**config.mk**
```make
export PLATFORM = sky130hd
export DESIGN_NAME = mm_ctrl
export DESIGN_NICKNAME = d
export VERILOG_FILES = /design/src/rtl/mm_pkg.sv /design/src/rtl/mm_ctrl.sv
export SDC_FILE = /design/constraint.sdc
export NUM_CORES = 1
export LEC_CHECK = 0
export ABC_AREA = 1
export BUFFER_PORTS_ARGS = -buffer_cell sky130_fd_sc_hd__clkbuf_2
export CAP_MARGIN = 20
export CORE_ASPECT_RATIO = 0.75
export CORE_UTILIZATION = 55
export CTS_CLUSTER_DIAMETER = 120
export CTS_CLUSTER_SIZE = 24
export DETAILED_ROUTE_END_ITERATION = 16
export PLACE_DENSITY = 0.9
export SYNTH_ARGS = -nofsm -noshare
export SYNTH_HDL_FRONTEND = slang
export SYNTH_SLANG_ARGS = --single-unit
```
**constraint.sdc**
```tcl
create_clock -name clk_i -period 3.41 [get_ports clk_i]
set_clock_uncertainty 0.05 [all_clocks]
set_input_delay 0.682 -clock clk_i [delete_from_list [all_inputs] [get_ports clk_i]]
set_output_delay 0.682 -clock clk_i [all_outputs]
set_load 0.01 [all_outputs]
```
**src/rtl/mm_pkg.sv**
```systemverilog
// shared types and constants of the matrix multiply block
package mm_pkg;

  localparam int unsigned OPCODE_W    = 2;
  localparam int unsigned IDX_FIELD_W = 4;
  localparam int unsigned IN_ELEM_W   = 16;
  localparam int unsigned CFG_INDEX_W = 2;
  localparam int unsigned CFG_DATA_W  = 5;
  localparam int unsigned RESULT_W    = 36;
  localparam int unsigned DIM_RESET   = 16;

  // input transaction opcodes
  typedef enum logic [OPCODE_W-1:0] {
    OP_LOAD_A  = 2'd0,
    OP_LOAD_B  = 2'd1,
    OP_COMPUTE = 2'd2
  } op_e;

  // configuration register indexes
  typedef enum logic [CFG_INDEX_W-1:0] {
    CFG_ROWS_A    = 2'd0,
    CFG_INNER_DIM = 2'd1,
    CFG_COLS_B    = 2'd2
  } cfg_reg_e;

  // controller states
  typedef enum logic [1:0] {
    ST_IDLE  = 2'd0,
    ST_RUN   = 2'd1,
    ST_DRAIN = 2'd2
  } state_e;

  // controller to datapath commands
  typedef struct packed {
    logic load_a;
    logic load_b;
    logic start;
    logic issue;
    logic first_k;
    logic last_k;
    logic row_last;
  } dp_cmd_t;

  // datapath to controller status
  typedef struct packed {
    logic stall;
    logic busy;
  } dp_status_t;

endpackage

```
**src/rtl/mm_ctrl.sv**
```systemverilog
// controller: config registers, transaction decode and the row/column sequencer
module mm_ctrl #(
  parameter int unsigned MAX_DIM = 16
) (
  input  logic                            clk_i,
  input  logic                            rst_ni,
  input  logic                            in_valid_i,
  output logic                            in_ready_o,
  input  logic [mm_pkg::OPCODE_W-1:0]     opcode_i,
  input  logic [mm_pkg::IDX_FIELD_W-1:0]  row_index_i,
  input  logic [mm_pkg::IDX_FIELD_W-1:0]  col_index_i,
  input  logic                            cfg_valid_i,
  output logic                            cfg_ready_o,
  input  logic [mm_pkg::CFG_INDEX_W-1:0]  cfg_index_i,
  input  logic [mm_pkg::CFG_DATA_W-1:0]   cfg_data_i,
  output mm_pkg::dp_cmd_t                 cmd_o,
  output logic [$clog2(MAX_DIM)-1:0]      k_o,
  output logic [$clog2(MAX_DIM)-1:0]      j_o,
  input  mm_pkg::dp_status_t              status_i
);

  import mm_pkg::*;

  localparam int unsigned IDX_W     = $clog2(MAX_DIM);
  localparam int unsigned DIM_W     = $clog2(MAX_DIM + 1);
  localparam int unsigned RESET_DIM = (DIM_RESET > MAX_DIM) ? MAX_DIM : DIM_RESET;

  state_e           state_q, state_d;
  logic [DIM_W-1:0] rows_q, inner_q, cols_q;
  logic [IDX_W-1:0] k_q, k_d, j_q, j_d;
  logic             load_in_range, row_ok, k_last, j_last;

  // out-of-range dimensions saturate to 1..MAX_DIM
  function automatic logic [DIM_W-1:0] clamp_dim(input logic [CFG_DATA_W-1:0] v);
    if (v == '0) begin
      return DIM_W'(1);
    end else if (32'(v) > MAX_DIM) begin
      return DIM_W'(MAX_DIM);
    end else begin
      return DIM_W'(v);
    end
  endfunction

  // configuration registers, always ready
  assign cfg_ready_o = 1'b1;

  always_ff @(posedge clk_i or negedge rst_ni) begin
    if (!rst_ni) begin
      rows_q  <= DIM_W'(RESET_DIM);
      inner_q <= DIM_W'(RESET_DIM);
      cols_q  <= DIM_W'(RESET_DIM);
    end else if (cfg_valid_i) begin
      case (cfg_reg_e'(cfg_index_i))
        CFG_ROWS_A:    rows_q  <= clamp_dim(cfg_data_i);
        CFG_INNER_DIM: inner_q <= clamp_dim(cfg_data_i);
        CFG_COLS_B:    cols_q  <= clamp_dim(cfg_data_i);
        default: ;
      endcase
    end
  end

  // range checks and loop ends
  assign load_in_range = (32'(row_index_i) < MAX_DIM) && (32'(col_index_i) < MAX_DIM);
  assign row_ok        = 32'(row_index_i) < 32'(rows_q);
  assign k_last        = (32'(k_q) + 1) == 32'(inner_q);
  assign j_last        = (32'(j_q) + 1) == 32'(cols_q);

  // state and loop counters
  always_ff @(posedge clk_i or negedge rst_ni) begin
    if (!rst_ni) begin
      state_q <= ST_IDLE;
      k_q     <= '0;
      j_q     <= '0;
    end else begin
      state_q <= state_d;
      k_q     <= k_d;
      j_q     <= j_d;
    end
  end

  // next state and commands
  always_comb begin
    state_d    = state_q;
    k_d        = k_q;
    j_d        = j_q;
    cmd_o      = '0;
    in_ready_o = 1'b0;
    case (state_q)
      ST_IDLE: begin
        in_ready_o = 1'b1;
        if (in_valid_i) begin
          case (op_e'(opcode_i))
            OP_LOAD_A: cmd_o.load_a = load_in_range;
            OP_LOAD_B: cmd_o.load_b = load_in_range;
            OP_COMPUTE: begin
              if (row_ok) begin
                cmd_o.start = 1'b1;
                k_d         = '0;
                j_d         = '0;
                state_d     = ST_RUN;
              end
            end
            default: ;
          endcase
        end
      end
      ST_RUN: begin
        // one multiply-accumulate issued per cycle unless the output is blocked
        if (!status_i.stall) begin
          cmd_o.issue    = 1'b1;
          cmd_o.first_k  = (k_q == '0);
          cmd_o.last_k   = k_last;
          cmd_o.row_last = j_last;
          if (k_last) begin
            k_d = '0;
            if (j_last) begin
              state_d = ST_DRAIN;
            end else begin
              j_d = j_q + IDX_W'(1);
            end
          end else begin
            k_d = k_q + IDX_W'(1);
          end
        end
      end
      ST_DRAIN: begin
        if (!status_i.busy) begin
          state_d = ST_IDLE;
        end
      end
      default: state_d = ST_IDLE;
    endcase
  end

  assign k_o = k_q;
  assign j_o = j_q;

endmodule

```
==> results.yml, run 1 <==
floorplan:
  die_h_microns: 48.6
  initial_core_util_pct: 59.2
  dieArea_sq_mm: 0.00311
  boundaryPins: 40
  die_x_microns: 64.1
  coreArea_sq_mm: 0.00268
  num_rows: 16
final_layout:
  n_antenna_cell: 0
  area_growth_syn_to_layout_pct: 16.1
  final_common_cell: "nand2_1"
  drive_gt1_share_pct: 20.1
  final_cell_mix: "53 x nand2_1, 46 x inv_1, 34 x clkbuf_2"
  final_cells: 295
  nets: 289
  fillers: 239
  utilization_pct: 68.8
clock_tree:
  cts.path.max_buffers: 2
  cts_hold_buf: 0
  cts_made_buffers: 3
  cts_tree: "yes"
  htreeDepth: 1
  cts_setup_buffers: 0
  clockRootBuffer: "clkbuf_8"
  clk_pin_slew_ps: 90
  clock_latency_ps: 270
  cts.sinks: 25
  cts_resized: 0
detailed_routing:
  drtAntennaViolNets: 0
  first_iter_violations: 117
  wl_per_cell_microns: 11.6
  drc: 0
  dr_total_vias: 1542
  viasPerCell: 5.23
  drt_pass1_iterations: 4
  totalWireLength_mm: 3.41
worst_setup_path:
  required_ps: 2680
  end_kind: "primary output"
  reg2reg_from: "k_o[0]"
  path_max_fanout: 8
  crit_type: "register to primary output"
  arrival_ps: 2310
  startpoint_type: "register"
  r2r_end: "j_o[3]"
  r2r_slack_ps: 1280
  reg2reg_depth: 10
grt:
  grt_first_pass_wirelength_mm: 6.00
  grt_start_max_net_pins: 26
  antenna_found_initial: 0
  groute.usage.overall_pct: 24.8
  overflow: 0
  grt_pass1_vias: 1334
run:
  drv_cap: 0
power:
  p_int_uw: 628
  p_leak_nw: 0.992
  clockPowerShare_pct: 15.4
  power_switching_share_pct: 45.4
  p_switching_uw: 522
  pwr-share-seq_pct: 37.5
  ir_drop_mv: 0.298
  p_comb_share_pct: 47.1
  p_per_area_mw_per_mm2: 623
logic_synthesis:
  ys_types: 24
  synth_top_cell_by_area: "dfrtp_1"
  netlist.area_leader.share_pct: 34.6
  netlist_area_sq_mm: 0.00159
  synthCells: 222
  yosysSeqAreaShare_pct: 39.6
  synth_fp_nets: 251
  synth_seq_cells: 25
  yosysWarnings: 0
  avgSynthCellArea_sq_um: 7.16
  synthTopCellsByArea: "dfrtp_1 35%, nand2_1 13%, inv_1 11%, dfstp_2 5.0%, ha_1 4.7%"
timing:
  fin_ws_ps: 373
  relSlewSlack_pct: 58.1
  worstMarginPinSlew_ps: 628
  slew_viol_final: 0
  finalCriticalPeriod_ps: 3040
  fin_tns_setup_ps: 0
  hold_viol_final: 0
  finalSetupViolCount: 0
  fin_crit_sh_pct: 89.1
  rsz0062_at_grt: "no"
  fmax_ghz: 0.329
  hold_ws_ps: 365
placement:
  place_congestion: 0.894
  numPortBuffers: 34
  dp_slack_ps: 678
  placedCellCount: 291
  hpwl_mm: 2.63
hold_path:
  hold_class: "input port to async pin"
status:
  status: "completed"
critical path, cell delays in order, from the launching register on:
cell      delay, ps
dfrtp_1         510
inv_1           130
ha_1            340
nor2_1          100
o21ai_0         130
nor2_2          150
nand3_4         140
nand2_1         100
nand3_2          70
nor2_2          110
nand2_1          80
inv_1            60
clkbuf_2        120
sequential cells by signal, summed over array words and instances (netlist names):
signal / count
state_q: 2
rows_q: 5
cols_q: 5
j_o: 4
inner_q: 5
k_o: 4
per-layer routing:
layer / GRT usage, % / wire length, microns / share of wire (%) / up-vias
met5: 0 / 0 / 0 / -
met3: 5.19 / 151 / 4.4 / 2
li1: - / - / - / 788
met1: 36.0 / 1700 / 50 / 716
met4: 4.17 / 6 / 0.18 / 0
met2: 38.7 / 1560 / 46 / 36
logic make-up (layout without fill, tap and decap cells):
| kind of cell | count (synthesis) | in the layout | synth area share, % |
|---|---|---|---|
| simple gates | 112 | 112 | 32.6 |
| buf+inv | 47 | 84 | 11.3 |
| compound gates | 30 | 30 | 10.9 |
| flops | 25 | 25 | 39.6 |
| fa+ha+maj | 6 | 6 | 4.72 |
| other cells | 1 | 1 | 0.236 |
| xor+xnor | 1 | 1 | 0.551 |
synth_stat cells (all sizes together):
library cell / n
nand2: 55
inv: 46
nor2: 23
dfrtp: 22
nand3: 17
o21ai: 17
nand4: 12
a21oi: 6
ha: 6
o22ai: 5
dfstp: 3
nor3: 3
a31oi: 2
nor4: 2
buf: 1
conb: 1
xnor2: 1
layout make-up:
type | instances | area (sq um) | share of cell area, %
inverters | 46 | 173 | 9.36
well taps | 36 | 45.0 | 2.44
multi-input cells | 150 | 779 | 42.2
flip-flops and latches | 25 | 629 | 34.1
clock inverters | 1 | 7.51 | 0.407
clock buffers | 3 | 41.3 | 2.24
repair buffers | 34 | 170 | 9.22
through the flow:
step	power [mW]	area, sq um
2_1_floorplan	0.820	1590
3_3_place_gp	0.955	1800
3_5_place_dp	0.972	1800
4_1_cts	1.15	1850
5_1_grt	1.25	1850
6_report	1.15	1850
worst max-delay path by stage:
stage | start | endpoint | slack, ps | depth (start not counted)
after global placement | row_index_i[2] | cmd_o[4] | 680 | 12
final | k_o[0] | cmd_o[4] | 370 | 12
after detailed placement | row_index_i[2] | cmd_o[4] | 680 | 12
after floorplan | k_o[0] | cmd_o[4] | 950 | 11
after global routing | k_o[0] | cmd_o[4] | 200 | 12
after CTS | k_o[0] | cmd_o[4] | 370 | 12
power groups by stage:
stage                     registers, mW  logic (mW)  clock network [mW]
after floorplan                   0.429       0.391                   0
after global placement            0.432       0.522                   0
after detailed placement          0.435       0.536                   0
after CTS                         0.430       0.540               0.182
after global routing              0.440       0.616               0.195
final                             0.431       0.542               0.177
Power figures use the tool's default switching activity.
==> run 2: changes to the inputs <==
REMOVE_ABC_BUFFERS = 1   (was default)
==> results.yml, run 2 (synthesized netlist as in run 1, its figures left out) <==
final_layout:
  area_growth_syn_to_layout_pct: 15.9
  nets: 289
  drive_gt1_share_pct: 19.7
  top_regs: "cols_q: 5 flops, inner_q: 5 flops, rows_q: 5 flops"
  regArea_sq_um: 629
  final_cells: 295
  n_antenna_cell: 0
  fillers: 233
  final_area_sq_mm: 0.00184
  final_common_cell: "nand2_1"
  utilization_pct: 68.7
  final_cell_mix: "53 x nand2_1, 46 x inv_1, 34 x clkbuf_2"
  multiInputGateArea_sq_um: 779
worst_setup_path:
  required_ps: 2680
  crit_chain: "inv_1 -> ha_1 -> nor2_1 -> o21ai_0 -> nor2_2 -> nand3_4 -> nand2_1 -> nand3_2 -> nor2_2 -> nand2_1 -> inv_1 -> clkbuf_2"
  arrival_ps: 2260
  reg2reg_depth: 10
  startpoint_type: "register"
  end_kind: "primary output"
  slowest_delay_ps: 500
  cp_slowest_cell: "dfrtp_1"
  critPathBufInv: 3
  crit_cells: 12
  path_max_fanout: 8
  crit_type: "register to primary output"
  path_delay_family: "simple AND/OR/NAND/NOR gates"
clock_tree:
  cts.sinks: 25
  cts.path.max_buffers: 2
  cts_hold_buf: 0
  cts_setup_buffers: 0
  cts_tree: "yes"
  clock_latency_ps: 270
  clk_pin_slew_ps: 80
  htreeDepth: 1
  clockRootBuffer: "clkbuf_8"
  cts_made_buffers: 3
  cts_resized: 0
detailed_routing:
  drc: 0
  drt_pass1_iterations: 4
  viasPerCell: 5.15
  wl_per_cell_microns: 11.3
  totalWireLength_mm: 3.34
  first_iter_violations: 107
  drtAntennaViolNets: 0
  dr_total_vias: 1519
timing:
  finalSetupViolCount: 0
  hold_ws_ps: 344
  hold_viol_final: 0
  rsz0062_at_grt: "no"
  relSlewSlack_pct: 60.3
  fmax_ghz: 0.334
  worstMarginPinSlew_ps: 595
  fin_ws_ps: 419
  fin_crit_sh_pct: 87.7
  slew_viol_final: 0
  fin_tns_setup_ps: 0
  finalCriticalPeriod_ps: 2990
grt:
  grt_first_pass_wirelength_mm: 5.91
  grt_pass1_vias: 1377
  overflow: 0
  groute.usage.overall_pct: 24.5
  grt_start_max_net_pins: 26
  antenna_found_initial: 0
placement:
  hpwl_mm: 2.64
  dp_slack_ps: 681
  place_congestion: 0.837
  postPlaceCellArea_sq_mm: 0.00180
  placedCellCount: 291
  numPortBuffers: 34
hold_path:
  hold_class: "input port to async pin"
status:
  status: "completed"
power:
  pwr-share-seq_pct: 37.6
  p_int_uw: 629
  power_switching_share_pct: 45.2
  p_switching_uw: 518
  clockPowerShare_pct: 15.3
  p_leak_nw: 0.993
  p_comb_share_pct: 47.2
  ir_drop_mv: 0.563
  p_per_area_mw_per_mm2: 623
  p_total_mw: 1.15
floorplan:
  boundaryPins: 40
  initial_core_util_pct: 59.2
  die_x_microns: 64.1
  dieArea_sq_mm: 0.00311
  coreArea_sq_mm: 0.00268
  num_rows: 16
  die_h_microns: 48.6
run:
  drv_cap: 0
run 2: cell count changes in the layout (fill, tap and decap cells not counted), sizes merged:
cell / delta
clkbuf: +1
clkinvlp: -1
run 2: path summary, 6_finish.rpt:
kind	startpoint	end	slack, ps
max	k_o[0]	cmd_o[4]	420
min	rst_ni	inner_q[2]	340
max reg2reg	k_o[0]	j_o[3]	1320
min reg2reg	rows_q[0]	rows_q[0]	450
max in group asynchronous	rst_ni	j_o[3]	2570
min in group clk_i	rows_q[0]	rows_q[0]	450
run 2: per-layer routing:
metal / wire (microns) / share of wire (%) / vias up / GRT usage (%)
met5: 0 / 0 / - / 0
met3: 106 / 3.2 / 4 / 4.48
met2: 1550 / 46 / 27 / 39.2
li1: - / - / 787 / -
met4: 36 / 1.1 / 0 / 7.58
met1: 1650 / 49 / 701 / 33.8
run 2: power groups by stage:
stage	clock network (mW)	logic [mW]	registers, mW
finish	0.175	0.541	0.431
floorplan	0	0.390	0.429
CTS	0.178	0.541	0.430
detailed placement	0	0.537	0.435
global placement	0	0.522	0.432
global route	0.194	0.614	0.443
run 2: area by class of cell:
class	instances	area share, %
clock buffers	4	2.45
inverters	46	9.38
multi-input cells	150	42.3
flip-flops and latches	25	34.2
well taps	36	2.45
repair buffers	34	9.24
==> run 3: changes to the inputs <==
ABC_AREA = default   (was 1)
==> results.yml, run 3 <==
status:
  status: "completed"
detailed_routing:
  drc: 0
  wl_per_cell_microns: 15.4
  met3WireLength_microns: 188
  dr_total_vias: 1321
  met2_length_mm: 1.84
  top_layer: "met4"
  drtAntennaViolNets: 0
  first_iter_violations: 75
  drt_pass1_iterations: 6
  wl_met1_mm: 1.43
  totalWireLength_mm: 3.54
  viasPerCell: 5.74
grt:
  overflow: 0
  grt_pass1_vias: 1259
  groute.usage.overall_pct: 24.2
  antenna_found_initial: 0
  grt_first_pass_wirelength_mm: 5.45
  grt_start_max_net_pins: 26
timing:
  worstMarginPinSlew_ps: 646
  fmax_ghz: 0.339
  fin_crit_sh_pct: 86.6
  relSlewSlack_pct: 56.9
  finalSetupViolCount: 0
  hold_viol_final: 0
  finalCriticalPeriod_ps: 2950
  rsz0062_at_grt: "no"
  slew_viol_final: 0
  fin_tns_setup_ps: 0
floorplan:
  die_h_microns: 48.1
  dieArea_sq_mm: 0.00305
  boundaryPins: 40
  num_rows: 16
  coreArea_sq_mm: 0.00264
  die_x_microns: 63.4
  initial_core_util_pct: 58.9
logic_synthesis:
  synth.most_common_cell: "dfrtp_1"
  netlist.area_leader.share_pct: 35.4
  synth_seq_cells: 25
  synthCells: 162
  synth_async_sr_flop_share_pct: 100
  synth-edff-count: 0
  yosysSeqAreaShare_pct: 40.4
  netlist_area_sq_mm: 0.00156
  synthTopCellsByArea: "dfrtp_1 35%, dfstp_2 5.1%, ha_1 4.8%, o21ai_0 4.8%, nand2_1 4.3%"
  yosysWarnings: 0
  synth_top_cell_by_area: "dfrtp_1"
  synth_common_cells: "22 x dfrtp_1, 18 x nand2_1, 15 x o21ai_0"
  ys_types: 48
  synthFlopType: "dfrtp_1"
  avgSynthCellArea_sq_um: 9.61
clock_tree:
  cts.path.max_buffers: 2
  cts_resized: 0
  cts_hold_buf: 0
  htreeDepth: 1
  cts.sinks: 25
  clockRootBuffer: "clkbuf_8"
  cts_setup_buffers: 0
  cts_tree: "yes"
  cts_made_buffers: 3
  clock_latency_ps: 280
  clk_pin_slew_ps: 90
worst_setup_path:
  reg2reg_from: "k_o[0]"
  arrival_ps: 2220
  endpoint: "cmd_o[0]"
  slowest_delay_ps: 470
  startpoint_type: "register"
  r2r_end: "j_o[0]"
  critPathBufInv: 1
  required_ps: 2680
  crit_type: "register to primary output"
  r2r_slack_ps: 980
  reg2reg_depth: 7
  crit_chain: "ha_1 -> xnor2_1 -> a211o_1 -> a211oi_4 -> and2_1 -> clkbuf_2"
  crit_cells: 6
  end_kind: "primary output"
  path_delay_family: "compound AO/OA/AOI/OAI gates"
  path_max_fanout: 7
  cp_slowest_cell: "dfrtp_1"
  cp-startpoint: "j_o[0]"
power:
  p_leak_nw: 0.791
  p_comb_share_pct: 44.7
  p_total_mw: 1.22
  clockPowerShare_pct: 15.1
  pwr-share-seq_pct: 40.2
  p_switching_uw: 521
  p_int_uw: 696
  p_per_area_mw_per_mm2: 683
  ir_drop_mv: 0.282
  power_switching_share_pct: 42.8
final_layout:
  top_regs: "cols_q: 5 flops, inner_q: 5 flops, rows_q: 5 flops"
  final_cell_mix: "34 x clkbuf_2, 22 x dfrtp_1, 18 x nand2_1"
  multiInputGateArea_sq_um: 855
  n_antenna_cell: 0
  final_common_cell: "clkbuf_2"
  drive_gt1_share_pct: 28.4
  regArea_sq_um: 629
  nets: 224
  area_growth_syn_to_layout_pct: 14.5
  fillers: 225
run:
  drv_cap: 0
placement:
  numPortBuffers: 34
  place_congestion: 0.846
  hpwl_mm: 2.74
hold_path:
  hold_class: "input port to async pin"
==> run 3: cell types whose count changed after synthesis, moves of 4 or more <==
| cell | delta |
|---|---|
| nand2b_1 | +10 |
| nor2_1 | -14 |
| inv_1 | -37 |
| nor2_2 | -4 |
| nand2_1 | -35 |
| nand3_1 | -9 |
| o22ai_1 | -5 |
| nand4_1 | -12 |
| xnor2_1 | +6 |
==> run 3: kinds of logic after synthesis <==
kind of cell / after synthesis / synth area share, %
XOR/XNOR: 11 / 6.67
AO/OA/AOI/OAI: 39 / 17.3
buffers and inverters: 15 / 4.66
AND/OR/NAND/NOR: 61 / 22.7
other: 1 / 0.241
adder cells (fa/ha/maj): 6 / 4.82
flip-flops: 25 / 40.4
multiplexers: 4 / 3.13
==> run 3: cell type report <==
| class | instances | share of cell area (%) |
|---|---|---|
| inverter | 9 | 1.90 |
| clock inverter | 1 | 0.421 |
| tap | 36 | 2.53 |
| sequential | 25 | 35.3 |
| clock buffer | 3 | 2.32 |
| timing repair buffer | 34 | 9.55 |
| multi-input combinational | 122 | 48.0 |
==> run 3: through the flow <==
stage	hold WS [ps]	util [%]	setup slack [ps]	instance area [sq um]	instances
final	358	67.4	457	1780	230
after floorplan	336	-	769	1520	156
after CTS	370	67.4	467	1780	230
after global routing	386	67.4	372	1780	230
after detailed placement	433	65.6	585	1730	226
after global placement	421	65.6	620	1730	226
==> run 3: worst min path at each step <==
stage,start,to,slack [ps]
global placement,rows_q[1],rows_q[1],420
floorplan,rst_ni,cols_q[0],340
detailed placement,rows_q[2],rows_q[2],430
CTS,rst_ni,k_o[2],370
finish,rst_ni,k_o[3],360
global route,rst_ni,rows_q[1],390
==> run 3: power by group through the flow <==
stage | clock network [mW] | registers [mW] | logic (mW)
floorplan | 0 | 0.478 | 0.381
global placement | 0 | 0.478 | 0.506
detailed placement | 0 | 0.490 | 0.542
CTS | 0.187 | 0.485 | 0.546
global route | 0.197 | 0.498 | 0.600
finish | 0.184 | 0.489 | 0.544
==> run 3: layer usage <==
layer,vias up,global-route usage [%]
met5,-,0
met4,0,9.55
met3,11,5.95
met2,47,49.6
met1,630,24.9
li1,633,-
